$ cat src/design/pfs_pkg.sv
package pfs_pkg;

  // Field widths
  localparam int unsigned CRYSTAL_W   = 26;
  localparam int unsigned TARGET_W    = 32;
  localparam int unsigned VIN_CFG_W   = 22;
  localparam int unsigned VOUT_CFG_W  = 29;
  localparam int unsigned STEP_W      = 26;
  localparam int unsigned CFG_DATA_W  = 29;
  localparam int unsigned CFG_IDX_W   = 3;
  localparam int unsigned PRE_W       = 6;
  localparam int unsigned MUL_W       = 9;
  localparam int unsigned POST_W      = 4;
  localparam int unsigned HZ_W        = 28;
  localparam int unsigned SLOW_W      = 26;
  localparam int unsigned FAST_W      = 27;
  localparam int unsigned WAIT_W      = 3;

  // Search bounds
  localparam int unsigned PRE_DIV_MIN  = 2;
  localparam int unsigned PRE_DIV_MAX  = 63;
  localparam int unsigned MUL_MIN      = 64;
  localparam int unsigned MUL_MAX      = 432;
  localparam int unsigned POST_DIV_MAX = 8;
  localparam int unsigned POST_CNT     = POST_DIV_MAX / 2;
  localparam int unsigned POST_IDX_W   = $clog2(POST_CNT);
  localparam int unsigned SIX_DIV      = 6;

  // Internal datapath widths
  localparam int unsigned VIN_W   = 25;  // crystal / 2 at most
  localparam int unsigned VOUT_W  = 34;  // VCO input times largest multiplier
  localparam int unsigned CORE_W  = 33;  // VCO output / 2
  localparam int unsigned A_W     = 23;  // VCO input / 6
  localparam int unsigned Q6_W    = 32;  // VCO output / 6
  localparam int unsigned R6_W    = 3;

  // Shared divider
  localparam int unsigned DIVIDEND_W = 32;
  localparam int unsigned DIVISOR_W  = 26;
  localparam int unsigned DIV_CNT_W  = $clog2(DIVIDEND_W);

  // Register reset values
  localparam logic [VIN_CFG_W-1:0]  VCO_IN_MIN_RST  = VIN_CFG_W'(1000000);
  localparam logic [VIN_CFG_W-1:0]  VCO_IN_MAX_RST  = VIN_CFG_W'(2000000);
  localparam logic [VOUT_CFG_W-1:0] VCO_OUT_MIN_RST = VOUT_CFG_W'(64000000);
  localparam logic [VOUT_CFG_W-1:0] VCO_OUT_MAX_RST = VOUT_CFG_W'(432000000);
  localparam logic [STEP_W-1:0]     FLASH_STEP_RST  = STEP_W'(30000000);

  localparam logic [WAIT_W-1:0] WAIT_ZERO_STEP = 3'd7;

  typedef enum logic [CFG_IDX_W-1:0] {
    CFG_VCO_IN_MIN  = 3'd0,
    CFG_VCO_IN_MAX  = 3'd1,
    CFG_VCO_OUT_MIN = 3'd2,
    CFG_VCO_OUT_MAX = 3'd3,
    CFG_FLASH_STEP  = 3'd4
  } cfg_idx_e;

  typedef struct packed {
    logic [VIN_CFG_W-1:0]  vco_in_min_hz;
    logic [VIN_CFG_W-1:0]  vco_in_max_hz;
    logic [VOUT_CFG_W-1:0] vco_out_min_hz;
    logic [VOUT_CFG_W-1:0] vco_out_max_hz;
    logic [STEP_W-1:0]     flash_step_hz;
  } cfg_t;

  typedef struct packed {
    logic                  start;
    logic [DIVIDEND_W-1:0] dividend;
    logic [DIVISOR_W-1:0]  divisor;
  } div_req_t;

  typedef struct packed {
    logic                  done;
    logic [DIVIDEND_W-1:0] quotient;
    logic [DIVISOR_W-1:0]  remainder;
  } div_rsp_t;

  typedef struct packed {
    logic [PRE_W-1:0]  pre_divider;
    logic [MUL_W-1:0]  multiplier;
    logic [POST_W-1:0] post_divider;
    logic [HZ_W-1:0]   achieved_hz;
    logic [SLOW_W-1:0] slow_bus_hz;
    logic [FAST_W-1:0] fast_bus_hz;
    logic              exact_match;
    logic [WAIT_W-1:0] flash_wait;
  } out_item_t;

  // Quotient of (rem * MUL_MIN) / 6 for a remainder of a division by six
  function automatic logic [Q6_W-1:0] six_quot(input logic [R6_W-1:0] rem);
    logic [Q6_W-1:0] res;
    case (rem)
      3'd1:    res = Q6_W'((1 * MUL_MIN) / SIX_DIV);
      3'd2:    res = Q6_W'((2 * MUL_MIN) / SIX_DIV);
      3'd3:    res = Q6_W'((3 * MUL_MIN) / SIX_DIV);
      3'd4:    res = Q6_W'((4 * MUL_MIN) / SIX_DIV);
      3'd5:    res = Q6_W'((5 * MUL_MIN) / SIX_DIV);
      default: res = '0;
    endcase
    return res;
  endfunction

  // Remainder of (rem * MUL_MIN) / 6
  function automatic logic [R6_W-1:0] six_rem(input logic [R6_W-1:0] rem);
    logic [R6_W-1:0] res;
    case (rem)
      3'd1:    res = R6_W'((1 * MUL_MIN) % SIX_DIV);
      3'd2:    res = R6_W'((2 * MUL_MIN) % SIX_DIV);
      3'd3:    res = R6_W'((3 * MUL_MIN) % SIX_DIV);
      3'd4:    res = R6_W'((4 * MUL_MIN) % SIX_DIV);
      3'd5:    res = R6_W'((5 * MUL_MIN) % SIX_DIV);
      default: res = '0;
    endcase
    return res;
  endfunction

endpackage

$ cat src/design/pfs_chan_if.sv
interface pfs_in_if import pfs_pkg::*; ();
  logic                 valid;
  logic                 ready;
  logic [CRYSTAL_W-1:0] crystal_hz;
  logic [TARGET_W-1:0]  target_hz;

  modport source (output valid, output crystal_hz, output target_hz, input ready);
  modport sink   (input valid, input crystal_hz, input target_hz, output ready);
endinterface

interface pfs_out_if import pfs_pkg::*; ();
  logic              valid;
  logic              ready;
  logic [PRE_W-1:0]  pre_divider;
  logic [MUL_W-1:0]  multiplier;
  logic [POST_W-1:0] post_divider;
  logic [HZ_W-1:0]   achieved_hz;
  logic [SLOW_W-1:0] slow_bus_hz;
  logic [FAST_W-1:0] fast_bus_hz;
  logic              exact_match;
  logic [WAIT_W-1:0] flash_wait;

  modport source (output valid, output pre_divider, output multiplier, output post_divider,
                  output achieved_hz, output slow_bus_hz, output fast_bus_hz,
                  output exact_match, output flash_wait, input ready);
  modport sink   (input valid, input pre_divider, input multiplier, input post_divider,
                  input achieved_hz, input slow_bus_hz, input fast_bus_hz,
                  input exact_match, input flash_wait, output ready);
endinterface

$ cat src/design/pfs_divider.sv
module pfs_divider import pfs_pkg::*; (
  input  logic     clk_i,
  input  logic     rst_ni,
  input  div_req_t req_i,
  output div_rsp_t rsp_o
);

  logic                  busy_q, busy_d;
  logic                  done_q, done_d;
  logic [DIV_CNT_W-1:0]  cnt_q, cnt_d;
  logic [DIVISOR_W-1:0]  rem_q, rem_d;
  logic [DIVIDEND_W-1:0] quo_q, quo_d;
  logic [DIVISOR_W-1:0]  dvs_q, dvs_d;
  logic [DIVISOR_W:0]    shifted;
  logic [DIVISOR_W:0]    diff;
  logic                  fits;

  // One restoring step: shift in the next dividend bit, subtract if it fits
  always_comb begin
    shifted = {rem_q, quo_q[DIVIDEND_W-1]};
    diff    = shifted - {1'b0, dvs_q};
    fits    = shifted >= {1'b0, dvs_q};
  end

  always_comb begin
    busy_d = busy_q;
    done_d = 1'b0;
    cnt_d  = cnt_q;
    rem_d  = rem_q;
    quo_d  = quo_q;
    dvs_d  = dvs_q;
    if (req_i.start) begin
      busy_d = 1'b1;
      cnt_d  = '0;
      rem_d  = '0;
      quo_d  = req_i.dividend;
      dvs_d  = req_i.divisor;
    end else if (busy_q) begin
      rem_d = fits ? diff[DIVISOR_W-1:0] : shifted[DIVISOR_W-1:0];
      quo_d = {quo_q[DIVIDEND_W-2:0], fits};
      cnt_d = cnt_q + 1'b1;
      if (cnt_q == DIV_CNT_W'(DIVIDEND_W - 1)) begin
        busy_d = 1'b0;
        done_d = 1'b1;
      end
    end
  end

  // Control state
  always_ff @(posedge clk_i or negedge rst_ni) begin
    if (!rst_ni) begin
      busy_q <= 1'b0;
      done_q <= 1'b0;
    end else begin
      busy_q <= busy_d;
      done_q <= done_d;
    end
  end

  // Datapath
  always_ff @(posedge clk_i) begin
    cnt_q <= cnt_d;
    rem_q <= rem_d;
    quo_q <= quo_d;
    dvs_q <= dvs_d;
  end

  assign rsp_o.done      = done_q;
  assign rsp_o.quotient  = quo_q;
  assign rsp_o.remainder = rem_q;

endmodule

$ cat src/design/pfs_seq.sv
module pfs_seq import pfs_pkg::*; (
  input  logic                 clk_i,
  input  logic                 rst_ni,
  input  cfg_t                 cfg_i,
  input  logic                 start_i,
  input  logic [CRYSTAL_W-1:0] crystal_i,
  input  logic [TARGET_W-1:0]  target_i,
  output logic                 idle_o,
  output div_req_t             div_req_o,
  input  div_rsp_t             div_rsp_i,
  output logic                 res_valid_o,
  input  logic                 res_ready_i,
  output out_item_t            res_o
);

  typedef enum logic [5:0] {
    S_IDLE     = 6'b000001,
    S_DIV_VIN  = 6'b000010,
    S_DIV_SIX  = 6'b000100,
    S_POST     = 6'b001000,
    S_DIV_WAIT = 6'b010000,
    S_DONE     = 6'b100000
  } state_e;

  state_e                state_q, state_d;
  logic [CRYSTAL_W-1:0]  crystal_q, crystal_d;
  logic [TARGET_W-1:0]   target_q, target_d;
  logic [PRE_W-1:0]      pre_q, pre_d;
  logic [MUL_W-1:0]      mul_q, mul_d;
  logic [POST_IDX_W-1:0] post_q, post_d;
  logic [VIN_W-1:0]      vin_q, vin_d;
  logic [A_W-1:0]        a_q, a_d;
  logic [R6_W-1:0]       b_q, b_d;
  logic [VOUT_W-1:0]     vout_q, vout_d;
  logic [Q6_W-1:0]       q6_q, q6_d;
  logic [R6_W-1:0]       r6_q, r6_d;
  logic [HZ_W-1:0]       best_hz_q, best_hz_d;
  logic [PRE_W-1:0]      best_pre_q, best_pre_d;
  logic [MUL_W-1:0]      win_mul_q, win_mul_d;
  logic [POST_W-1:0]     best_post_q, best_post_d;
  logic [WAIT_W-1:0]     wait_q, wait_d;

  logic [VIN_W-1:0]      quot_vin;
  logic                  vin_ok;
  logic                  vout_ok;
  logic                  pre_last;
  logic                  mul_last;
  logic                  post_last;
  logic [CORE_W-1:0]     core;
  logic [POST_W-1:0]     post_val;
  logic                  cand_ok;
  logic [R6_W:0]         r_sum;
  logic                  r_wrap;
  logic [PRE_W-1:0]      pre_next;

  // Window checks and the core frequency for the current post-divider
  always_comb begin
    quot_vin  = div_rsp_i.quotient[VIN_W-1:0];
    vin_ok    = (quot_vin >= VIN_W'(cfg_i.vco_in_min_hz)) &&
                (quot_vin <= VIN_W'(cfg_i.vco_in_max_hz));
    vout_ok   = (vout_q >= VOUT_W'(cfg_i.vco_out_min_hz)) &&
                (vout_q <= VOUT_W'(cfg_i.vco_out_max_hz));
    pre_last  = pre_q == PRE_W'(PRE_DIV_MAX);
    mul_last  = mul_q == MUL_W'(MUL_MAX);
    post_last = post_q == POST_IDX_W'(POST_CNT - 1);
    pre_next  = pre_q + 1'b1;
    post_val  = POST_W'({post_q, 1'b0}) + POST_W'(2);
    case (post_q)
      2'd0:    core = CORE_W'(vout_q >> 1);
      2'd1:    core = CORE_W'(vout_q >> 2);
      2'd2:    core = CORE_W'(q6_q);
      default: core = CORE_W'(vout_q >> 3);
    endcase
    cand_ok = vout_ok && (core <= CORE_W'(target_q)) && (core > CORE_W'(best_hz_q));
    r_sum   = {1'b0, r6_q} + {1'b0, b_q};
    r_wrap  = r_sum >= (R6_W + 1)'(SIX_DIV);
  end

  // Sequencer
  always_comb begin
    state_d     = state_q;
    crystal_d   = crystal_q;
    target_d    = target_q;
    pre_d       = pre_q;
    mul_d       = mul_q;
    post_d      = post_q;
    vin_d       = vin_q;
    a_d         = a_q;
    b_d         = b_q;
    vout_d      = vout_q;
    q6_d        = q6_q;
    r6_d        = r6_q;
    best_hz_d   = best_hz_q;
    best_pre_d  = best_pre_q;
    win_mul_d   = win_mul_q;
    best_post_d = best_post_q;
    wait_d      = wait_q;
    div_req_o   = '{start: 1'b0, dividend: DIVIDEND_W'(crystal_q),
                    divisor: DIVISOR_W'(pre_next)};

    unique case (state_q)
      S_IDLE: begin
        if (start_i) begin
          crystal_d   = crystal_i;
          target_d    = target_i;
          pre_d       = PRE_W'(PRE_DIV_MIN);
          best_hz_d   = '0;
          best_pre_d  = '0;
          win_mul_d   = '0;
          best_post_d = '0;
          div_req_o   = '{start: 1'b1, dividend: DIVIDEND_W'(crystal_i),
                          divisor: DIVISOR_W'(PRE_DIV_MIN)};
          state_d     = S_DIV_VIN;
        end
      end

      S_DIV_VIN: begin
        if (div_rsp_i.done) begin
          vin_d = quot_vin;
          if (vin_ok) begin
            div_req_o = '{start: 1'b1, dividend: DIVIDEND_W'(quot_vin),
                          divisor: DIVISOR_W'(SIX_DIV)};
            state_d   = S_DIV_SIX;
          end else if (pre_last) begin
            div_req_o = '{start: 1'b1, dividend: DIVIDEND_W'(target_q),
                          divisor: DIVISOR_W'(cfg_i.flash_step_hz)};
            state_d   = S_DIV_WAIT;
          end else begin
            div_req_o.start = 1'b1;
            pre_d           = pre_next;
          end
        end
      end

      // Seed the multiplier sweep: VCO output and its split by six
      S_DIV_SIX: begin
        if (div_rsp_i.done) begin
          a_d     = div_rsp_i.quotient[A_W-1:0];
          b_d     = div_rsp_i.remainder[R6_W-1:0];
          vout_d  = VOUT_W'(vin_q) * VOUT_W'(MUL_MIN);
          q6_d    = Q6_W'(div_rsp_i.quotient[A_W-1:0]) * Q6_W'(MUL_MIN) +
                    six_quot(div_rsp_i.remainder[R6_W-1:0]);
          r6_d    = six_rem(div_rsp_i.remainder[R6_W-1:0]);
          mul_d   = MUL_W'(MUL_MIN);
          post_d  = '0;
          state_d = S_POST;
        end
      end

      // Try one post-divider per cycle
      S_POST: begin
        if (cand_ok) begin
          best_hz_d   = core[HZ_W-1:0];
          best_pre_d  = pre_q;
          win_mul_d   = mul_q;
          best_post_d = post_val;
        end
        post_d = post_q + 1'b1;
        if (post_last) begin
          if (!mul_last) begin
            mul_d  = mul_q + 1'b1;
            vout_d = vout_q + VOUT_W'(vin_q);
            if (r_wrap) begin
              r6_d = R6_W'(r_sum - (R6_W + 1)'(SIX_DIV));
              q6_d = q6_q + Q6_W'(a_q) + Q6_W'(1);
            end else begin
              r6_d = r_sum[R6_W-1:0];
              q6_d = q6_q + Q6_W'(a_q);
            end
          end else if (pre_last) begin
            div_req_o = '{start: 1'b1, dividend: DIVIDEND_W'(target_q),
                          divisor: DIVISOR_W'(cfg_i.flash_step_hz)};
            state_d   = S_DIV_WAIT;
          end else begin
            div_req_o.start = 1'b1;
            pre_d           = pre_next;
            state_d         = S_DIV_VIN;
          end
        end
      end

      S_DIV_WAIT: begin
        if (div_rsp_i.done) begin
          wait_d  = (cfg_i.flash_step_hz == '0) ? WAIT_ZERO_STEP
                                                : div_rsp_i.quotient[WAIT_W-1:0];
          state_d = S_DONE;
        end
      end

      S_DONE: begin
        if (res_ready_i) begin
          state_d = S_IDLE;
        end
      end

      default: state_d = S_IDLE;
    endcase
  end

  always_ff @(posedge clk_i or negedge rst_ni) begin
    if (!rst_ni) begin
      state_q <= S_IDLE;
    end else begin
      state_q <= state_d;
    end
  end

  always_ff @(posedge clk_i) begin
    crystal_q   <= crystal_d;
    target_q    <= target_d;
    pre_q       <= pre_d;
    mul_q       <= mul_d;
    post_q      <= post_d;
    vin_q       <= vin_d;
    a_q         <= a_d;
    b_q         <= b_d;
    vout_q      <= vout_d;
    q6_q        <= q6_d;
    r6_q        <= r6_d;
    best_hz_q   <= best_hz_d;
    best_pre_q  <= best_pre_d;
    win_mul_q   <= win_mul_d;
    best_post_q <= best_post_d;
    wait_q      <= wait_d;
  end

  // Result beat
  assign idle_o      = state_q == S_IDLE;
  assign res_valid_o = state_q == S_DONE;

  always_comb begin
    res_o.pre_divider  = best_pre_q;
    res_o.multiplier   = win_mul_q;
    res_o.post_divider = best_post_q;
    res_o.achieved_hz  = best_hz_q;
    res_o.slow_bus_hz  = best_hz_q[HZ_W-1:2];
    res_o.fast_bus_hz  = best_hz_q[HZ_W-1:1];
    res_o.exact_match  = TARGET_W'(best_hz_q) == target_q;
    res_o.flash_wait   = wait_q;
  end

endmodule

$ cat src/design/pll_factor_search.sv
// PLL factor search.
// Input channel in_i carries one beat per request: crystal frequency and
// target core frequency. Output channel out_o returns one beat per request:
// pre-divider, multiplier, post-divider, achieved core and bus clocks, an
// exact-match flag and flash wait states. The user must write registers
// through cfg_we_i / cfg_idx_i / cfg_data_i only while no request is in
// flight; the block itself does not enforce this. For each pre-divider the
// request runs one division for the VCO input; a pre-divider whose VCO input
// passes the window adds a division by six and a sweep of every multiplier
// with every post-divider. The wait-state division and the load of the
// output register follow. The time is set by the shared 32-step serial
// divider and by the post-divider check, which looks at one candidate per
// cycle. in_i.ready is high only while the search engine is idle, so one
// request is in the engine at a time. The result sits in an output
// register; the engine returns to idle as soon as that register is free, so
// a new request may be taken while the receiver stalls on the previous
// result. Reset clears all control state and loads the register defaults;
// a request can be taken at the first clock edge after reset release.
module pll_factor_search import pfs_pkg::*; (
  input  logic                  clk_i,
  input  logic                  rst_ni,
  input  logic                  cfg_we_i,
  input  logic [CFG_IDX_W-1:0]  cfg_idx_i,
  input  logic [CFG_DATA_W-1:0] cfg_data_i,
  pfs_in_if.sink                in_i,
  pfs_out_if.source             out_o
);

  cfg_t      cfg_q, cfg_d;
  out_item_t out_q;
  logic      out_valid_q, out_valid_d;
  logic      seq_idle;
  logic      seq_res_valid;
  logic      out_room;
  out_item_t seq_res;
  div_req_t  div_req;
  div_rsp_t  div_rsp;

  // Register writes
  always_comb begin
    cfg_d = cfg_q;
    if (cfg_we_i) begin
      unique case (cfg_idx_e'(cfg_idx_i))
        CFG_VCO_IN_MIN:  cfg_d.vco_in_min_hz  = cfg_data_i[VIN_CFG_W-1:0];
        CFG_VCO_IN_MAX:  cfg_d.vco_in_max_hz  = cfg_data_i[VIN_CFG_W-1:0];
        CFG_VCO_OUT_MIN: cfg_d.vco_out_min_hz = cfg_data_i[VOUT_CFG_W-1:0];
        CFG_VCO_OUT_MAX: cfg_d.vco_out_max_hz = cfg_data_i[VOUT_CFG_W-1:0];
        CFG_FLASH_STEP:  cfg_d.flash_step_hz  = cfg_data_i[STEP_W-1:0];
        default:         cfg_d = cfg_q;
      endcase
    end
  end

  always_ff @(posedge clk_i or negedge rst_ni) begin
    if (!rst_ni) begin
      cfg_q.vco_in_min_hz  <= VCO_IN_MIN_RST;
      cfg_q.vco_in_max_hz  <= VCO_IN_MAX_RST;
      cfg_q.vco_out_min_hz <= VCO_OUT_MIN_RST;
      cfg_q.vco_out_max_hz <= VCO_OUT_MAX_RST;
      cfg_q.flash_step_hz  <= FLASH_STEP_RST;
    end else begin
      cfg_q <= cfg_d;
    end
  end

  // Search engine and shared divider
  pfs_divider u_divider (
    .clk_i  (clk_i),
    .rst_ni (rst_ni),
    .req_i  (div_req),
    .rsp_o  (div_rsp)
  );

  pfs_seq u_seq (
    .clk_i       (clk_i),
    .rst_ni      (rst_ni),
    .cfg_i       (cfg_q),
    .start_i     (in_i.valid && seq_idle),
    .crystal_i   (in_i.crystal_hz),
    .target_i    (in_i.target_hz),
    .idle_o      (seq_idle),
    .div_req_o   (div_req),
    .div_rsp_i   (div_rsp),
    .res_valid_o (seq_res_valid),
    .res_ready_i (out_room),
    .res_o       (seq_res)
  );

  assign in_i.ready = seq_idle;

  // Output register: load when empty or being drained
  assign out_room = !out_valid_q || out_o.ready;

  always_comb begin
    out_valid_d = out_valid_q;
    if (out_room) begin
      out_valid_d = seq_res_valid;
    end
  end

  always_ff @(posedge clk_i or negedge rst_ni) begin
    if (!rst_ni) begin
      out_valid_q <= 1'b0;
    end else begin
      out_valid_q <= out_valid_d;
    end
  end

  always_ff @(posedge clk_i) begin
    if (out_room && seq_res_valid) begin
      out_q <= seq_res;
    end
  end

  assign out_o.valid        = out_valid_q;
  assign out_o.pre_divider  = out_q.pre_divider;
  assign out_o.multiplier   = out_q.multiplier;
  assign out_o.post_divider = out_q.post_divider;
  assign out_o.achieved_hz  = out_q.achieved_hz;
  assign out_o.slow_bus_hz  = out_q.slow_bus_hz;
  assign out_o.fast_bus_hz  = out_q.fast_bus_hz;
  assign out_o.exact_match  = out_q.exact_match;
  assign out_o.flash_wait   = out_q.flash_wait;

`ifndef SYNTHESIS
  // An accepted request makes the engine busy on the next cycle
  a_busy_after_accept: assert property (@(posedge clk_i) disable iff (!rst_ni)
    in_i.valid && in_i.ready |=> !in_i.ready)
    else $error("engine still ready after accepting a request");

  // No winner means all factors and frequencies are zero
  a_empty_result: assert property (@(posedge clk_i) disable iff (!rst_ni)
    out_valid_q && out_q.pre_divider == '0 |->
      out_q.achieved_hz == '0 && out_q.post_divider == '0 && out_q.multiplier == '0)
    else $error("partial result without a winning pre-divider");

  // A winner carries a multiplier of at least MUL_MIN and a post-divider
  a_winner_factors: assert property (@(posedge clk_i) disable iff (!rst_ni)
    out_valid_q && out_q.pre_divider != '0 |->
      out_q.multiplier >= MUL_W'(MUL_MIN) && out_q.post_divider != '0)
    else $error("winning candidate with out-of-range factors");
`endif

endmodule
$ cat src/flat_wrapper.sv
// flat-port wrapper written by rule: the top's interface ports become plain ports
module pll_factor_search_flat import pfs_pkg::*;
  (clk_i, rst_ni, cfg_we_i, cfg_idx_i, cfg_data_i, in_i_valid, in_i_crystal_hz, in_i_target_hz, in_i_ready, out_o_valid, out_o_pre_divider, out_o_multiplier, out_o_post_divider, out_o_achieved_hz, out_o_slow_bus_hz, out_o_fast_bus_hz, out_o_exact_match, out_o_flash_wait, out_o_ready);
  pfs_in_if in_i_i ();
  pfs_out_if out_o_i ();
  input  logic clk_i;
  input  logic rst_ni;
  input  logic cfg_we_i;
  input  logic [CFG_IDX_W-1:0] cfg_idx_i;
  input  logic [CFG_DATA_W-1:0] cfg_data_i;
  input wire logic [$bits(in_i_i.valid)-1:0] in_i_valid;
  input wire logic [$bits(in_i_i.crystal_hz)-1:0] in_i_crystal_hz;
  input wire logic [$bits(in_i_i.target_hz)-1:0] in_i_target_hz;
  output wire logic [$bits(in_i_i.ready)-1:0] in_i_ready;
  output wire logic [$bits(out_o_i.valid)-1:0] out_o_valid;
  output wire logic [$bits(out_o_i.pre_divider)-1:0] out_o_pre_divider;
  output wire logic [$bits(out_o_i.multiplier)-1:0] out_o_multiplier;
  output wire logic [$bits(out_o_i.post_divider)-1:0] out_o_post_divider;
  output wire logic [$bits(out_o_i.achieved_hz)-1:0] out_o_achieved_hz;
  output wire logic [$bits(out_o_i.slow_bus_hz)-1:0] out_o_slow_bus_hz;
  output wire logic [$bits(out_o_i.fast_bus_hz)-1:0] out_o_fast_bus_hz;
  output wire logic [$bits(out_o_i.exact_match)-1:0] out_o_exact_match;
  output wire logic [$bits(out_o_i.flash_wait)-1:0] out_o_flash_wait;
  input wire logic [$bits(out_o_i.ready)-1:0] out_o_ready;
  assign in_i_i.valid = in_i_valid;
  assign in_i_i.crystal_hz = in_i_crystal_hz;
  assign in_i_i.target_hz = in_i_target_hz;
  assign in_i_ready = in_i_i.ready;
  assign out_o_valid = out_o_i.valid;
  assign out_o_pre_divider = out_o_i.pre_divider;
  assign out_o_multiplier = out_o_i.multiplier;
  assign out_o_post_divider = out_o_i.post_divider;
  assign out_o_achieved_hz = out_o_i.achieved_hz;
  assign out_o_slow_bus_hz = out_o_i.slow_bus_hz;
  assign out_o_fast_bus_hz = out_o_i.fast_bus_hz;
  assign out_o_exact_match = out_o_i.exact_match;
  assign out_o_flash_wait = out_o_i.flash_wait;
  assign out_o_i.ready = out_o_ready;
  pll_factor_search u_core (.clk_i(clk_i), .rst_ni(rst_ni), .cfg_we_i(cfg_we_i), .cfg_idx_i(cfg_idx_i), .cfg_data_i(cfg_data_i), .in_i(in_i_i), .out_o(out_o_i));
endmodule
$ cat config.mk
export PLATFORM = sky130hd
export DESIGN_NAME = pll_factor_search_flat
export DESIGN_NICKNAME = d
export VERILOG_FILES = /design/src/design/pfs_pkg.sv /design/src/design/pfs_chan_if.sv /design/src/design/pfs_divider.sv /design/src/design/pfs_seq.sv /design/src/design/pll_factor_search.sv /design/src/flat_wrapper.sv
export SDC_FILE = /design/constraint.sdc
export NUM_CORES = 1
export LEC_CHECK = 0
export ABC_AREA = 1
export BUFFER_PORTS_ARGS = -buffer_cell sky130_fd_sc_hd__buf_2
export CORE_MARGIN = 1
export CORE_UTILIZATION = 62
export CTS_CLUSTER_SIZE = 24
export DETAILED_ROUTE_END_ITERATION = 12
export PLACE_DENSITY_LB_ADDON = 0.15
export SETUP_SLACK_MARGIN = 0.05
export SLEW_MARGIN = 20
export SYNTH_ARGS = -nofsm -noshare
export SYNTH_HDL_FRONTEND = slang
export SYNTH_SLANG_ARGS = --single-unit
$ cat constraint.sdc
create_clock -name clk_i -period 9.49 [get_ports clk_i]
set_clock_uncertainty 0.15 [all_clocks]
set_input_delay 1.898 -clock clk_i [delete_from_list [all_inputs] [get_ports clk_i]]
set_output_delay 1.898 -clock clk_i [all_outputs]
set_load 0.05 [all_outputs]
==> flow_summary.toml <==
[pwr]
pwr-share-clk = 0.254
power_density_mw_per_mm2 = 236
peakVddDrop_v = 0.000206
leakage_nw = 16.5
internal-power_mw = 5.21
p_seq_frac = 0.429
p_switching_mw = 3.18
p_comb_frac = 0.317
swShare = 0.379

[synth]
yosysTopAreaCellShare = 0.325
synthTopCellsByCount = "912 x nand2_1, 570 x inv_1, 352 x edfxtp_1, 311 x o21ai_0, 305 x nor2_1"
yosysTopAreaCell = "edfxtp_1"
synth.avg_cell_area_um2 = 8.31
syn-num-nets = 4267
ys_seq_area_frac = 0.451
synth.distinct_cells = 63
synthesis.area_mm2 = 0.0325
synth_flop_cell = "edfxtp_1"
async_reset_ff_frac = 0.263
yosysMostFrequentCell = "nand2_1"
synth_edf_count = 352
synth.area.top_cells = "edfxtp_1 32%, nand2_1 11%, ha_1 9.6%, dfrtp_1 7.0%, inv_1 6.6%"
ys_ff_latch = 520
synthCells = 3918
ys_warn_count = 0

[critical_path]
arrival_ps = 5250
worst-endpoint-required_ps = 9600
critPathMaxStageDelay_ps = 820
crit_type = "reg2reg"
critPathLaunchType = "flip-flop"
endpoint_kind = "flip-flop"
worstPathCellList = "ha_1, inv_2, o21ai_0, o22ai_1, inv_1, ha_1, a21oi_1, o21ai_0, nand2_1, o211ai_1, nand2_1, nand2_1, nand2_1, nand3_1, nand2_1, inv_1, nor2_1, nand2_1, a21oi_4, buf_4"
cp_slowest_cell = "inv_2"
path_common_cell = "nand2_1"
cpLargestDelayFamily = "buffers and inverters"
cp_max_fo = 65
timing.critical_path.buf_inv = 4

[routing]
drt_first_iter_violations = 3085
vias_per_cell = 5.88
routed_wl_mm = 103
num_vias = 28000
avgRoutedWirePerCell_um = 21.5
dr.pass1.iters = 6
ant_nets = 0
drc = 0

[floorplanning]
io_pins = 201
core_mm2 = 0.0516
dieArea_mm2 = 0.0534
die_height_um = 231
die_w_um = 231
rows = 83
start_util = 0.630

[finish]
final_core_util = 0.689
area_growth_pct = 9.29
fill_cells = 4188
drive_gt1_frac = 0.112
finalNetCount = 4392

[timing]
period_minus_slack_ps = 5140
drv_slew = 0
rsz0062_at_grt = "false"
slew_headroom = 0.235
setup_viol = 0
setup_slack_ps = 4350
holdWs_ps = 269
tightest_slew_ps = 1150
hold_viol_final = 0
timing.final.crit_share = 0.542
clock.fmax_ghz = 0.195
finalSetupTns_ps = 0

[global_routing]
first_global_vias = 26200
grt_antenna_before_repair = 1
grt_pass1_wl_mm = 156
grt.total_usage = 0.390
grt_overflow_total = 0
grt_start_max_net_pins = 92

[min_path]
hold_class = "reg2reg"

[outcome]
status = "finished, final reports clean"

[cts]
cts_hold_buf = 0
post_cts_buffers = 0
cts_root_buffer = "clkbuf_16"
cts_tree = "built"
cts.reportedPaths.clkPinSlew_ps = 60
numCtsBuffers = 54
clk_path_buf_depth = 3
h-tree-depth = 2
clk_latency_ps = 630
post_cts_resized = 0
cts_sinks = 520

[place]
dp_hpwl_mm = 77.6
port_buffers = 199
pre_cts_slack_ps = 4420
gp_congestion = 1.01

[run]
maxCapViolations = 0
[metrics by stage]
step	area [µm²]	power, mW	instances
after floorplan	32500	5.30	3918
after global placement	33800	6.13	4667
after detailed placement	33800	6.19	4667
after CTS	35600	8.32	4769
after global routing	35600	8.83	4769
final	35600	8.39	4770
[state kept, by name, indices dropped and copies added, names as in the netlist, 6 cells and up]
name and flops:
u_core.out_o.pre_divider 6, u_core.u_divider.rem_q 26, u_core.out_o.achieved_hz 28, u_core.u_divider.quo_q 32, u_core.u_seq.state_q 6, u_core.u_seq.target_q 32, u_core.u_seq.vout_q 34, u_core.u_seq.win_mul_q 9
u_core.cfg_q 128, u_core.u_seq.vin_q 25, u_core.u_divider.dvs_q 26, u_core.u_seq.crystal_q 26, u_core.u_seq.a_q 23, u_core.u_seq.q6_q 32, u_core.u_seq.pre_q 6, u_core.out_o.multiplier 9
u_core.u_seq.best_hz_q 28, u_core.u_seq.best_pre_q 6, u_core.u_seq.mul_q 9
[worst reg2reg max path, cell delays in order, from the launching register on]
cell and delay, ps:
edfxtp_1 440, ha_1 340, inv_2 820, o21ai_0 240, o22ai_1 250, inv_1 120, ha_1 320, a21oi_1 120
o21ai_0 110, nand2_1 80, o211ai_1 90, nand2_1 70, nand2_1 80, nand2_1 80, nand3_1 80, nand2_1 70
inv_1 40, nor2_1 100, nand2_1 100, a21oi_4 520, buf_4 540
[layer usage]
layer | wire length, µm | global-route usage
met3 | 10200 | 0.0619
met1 | 41200 | 0.530
met2 | 45300 | 0.605
met4 | 6020 | 0.201
met5 | 13 | 0
[area by class of cell]
| class | count | area (µm²) | area share |
|---|---|---|---|
| Clock buffer | 76 | 1550 | 0.0437 |
| Multi-Input combinational cell | 2659 | 14900 | 0.419 |
| Antenna cell | 1 | 2.50 | 0.0000704 |
| Sequential cell | 520 | 14700 | 0.413 |
| Tap cell | 680 | 851 | 0.0239 |
| Inverter | 583 | 2190 | 0.0616 |
| Timing Repair Buffer | 225 | 1200 | 0.0337 |
| Clock inverter | 26 | 203 | 0.00570 |
[cell usage in the layout (no fill, tap or decap), types with 42 or more instances in the layout]
master and instances:
ha_1 250, o22ai_1 42, nand4_1 80, buf_2 198, dfstp_2 46, nand3_1 184, o21ai_0 311, edfxtp_1 352
dfrtp_1 91, inv_1 567, nand2_1 912, clkbuf_16 56, a21oi_1 202, nor2_1 303, nor3_1 42
[kinds of logic (layout without fill, tap and decap cells)]
family / Yosys count / after routing / synth area share
flops: 520 / 520 / 0.451
fa+ha+maj: 254 / 254 / 0.0986
xor+xnor: 79 / 79 / 0.0217
buf+inv: 739 / 910 / 0.0932
other cells: 1 / 2 / 0.000115
compound gates: 681 / 681 / 0.117
simple gates: 1644 / 1644 / 0.218
[worst paths after layout]
| check | start | end | slack [ps] | cells past startpoint |
|---|---|---|---|---|
| max | u_core.u_seq.post_q[0] | u_core.u_seq.win_mul_q[7] | 4350 | 20 |
| min | u_core.u_seq.win_mul_q[5] | u_core.out_o.multiplier[5] | 270 | 0 |
| max reg2reg | u_core.u_seq.post_q[0] | u_core.u_seq.win_mul_q[7] | 4350 | 20 |
| min reg2reg | u_core.u_seq.win_mul_q[5] | u_core.out_o.multiplier[5] | 270 | 0 |
| max in group asynchronous | rst_ni | u_core.cfg_q[55] | 6770 | 2 |
| min in group asynchronous | rst_ni | u_core.cfg_q[17] | 1120 | 1 |
[power by group through the flow]
stage | Sequential [mW] | Clock (mW) | Combinational [mW]
final | 3.59 | 2.13 | 2.66
after floorplan | 3.37 | 0 | 1.94
after global placement | 3.59 | 0 | 2.55
after global routing | 3.61 | 2.23 | 2.99
after CTS | 3.56 | 2.14 | 2.62
after detailed placement | 3.60 | 0 | 2.60
(Power assumes the default switching activity.)
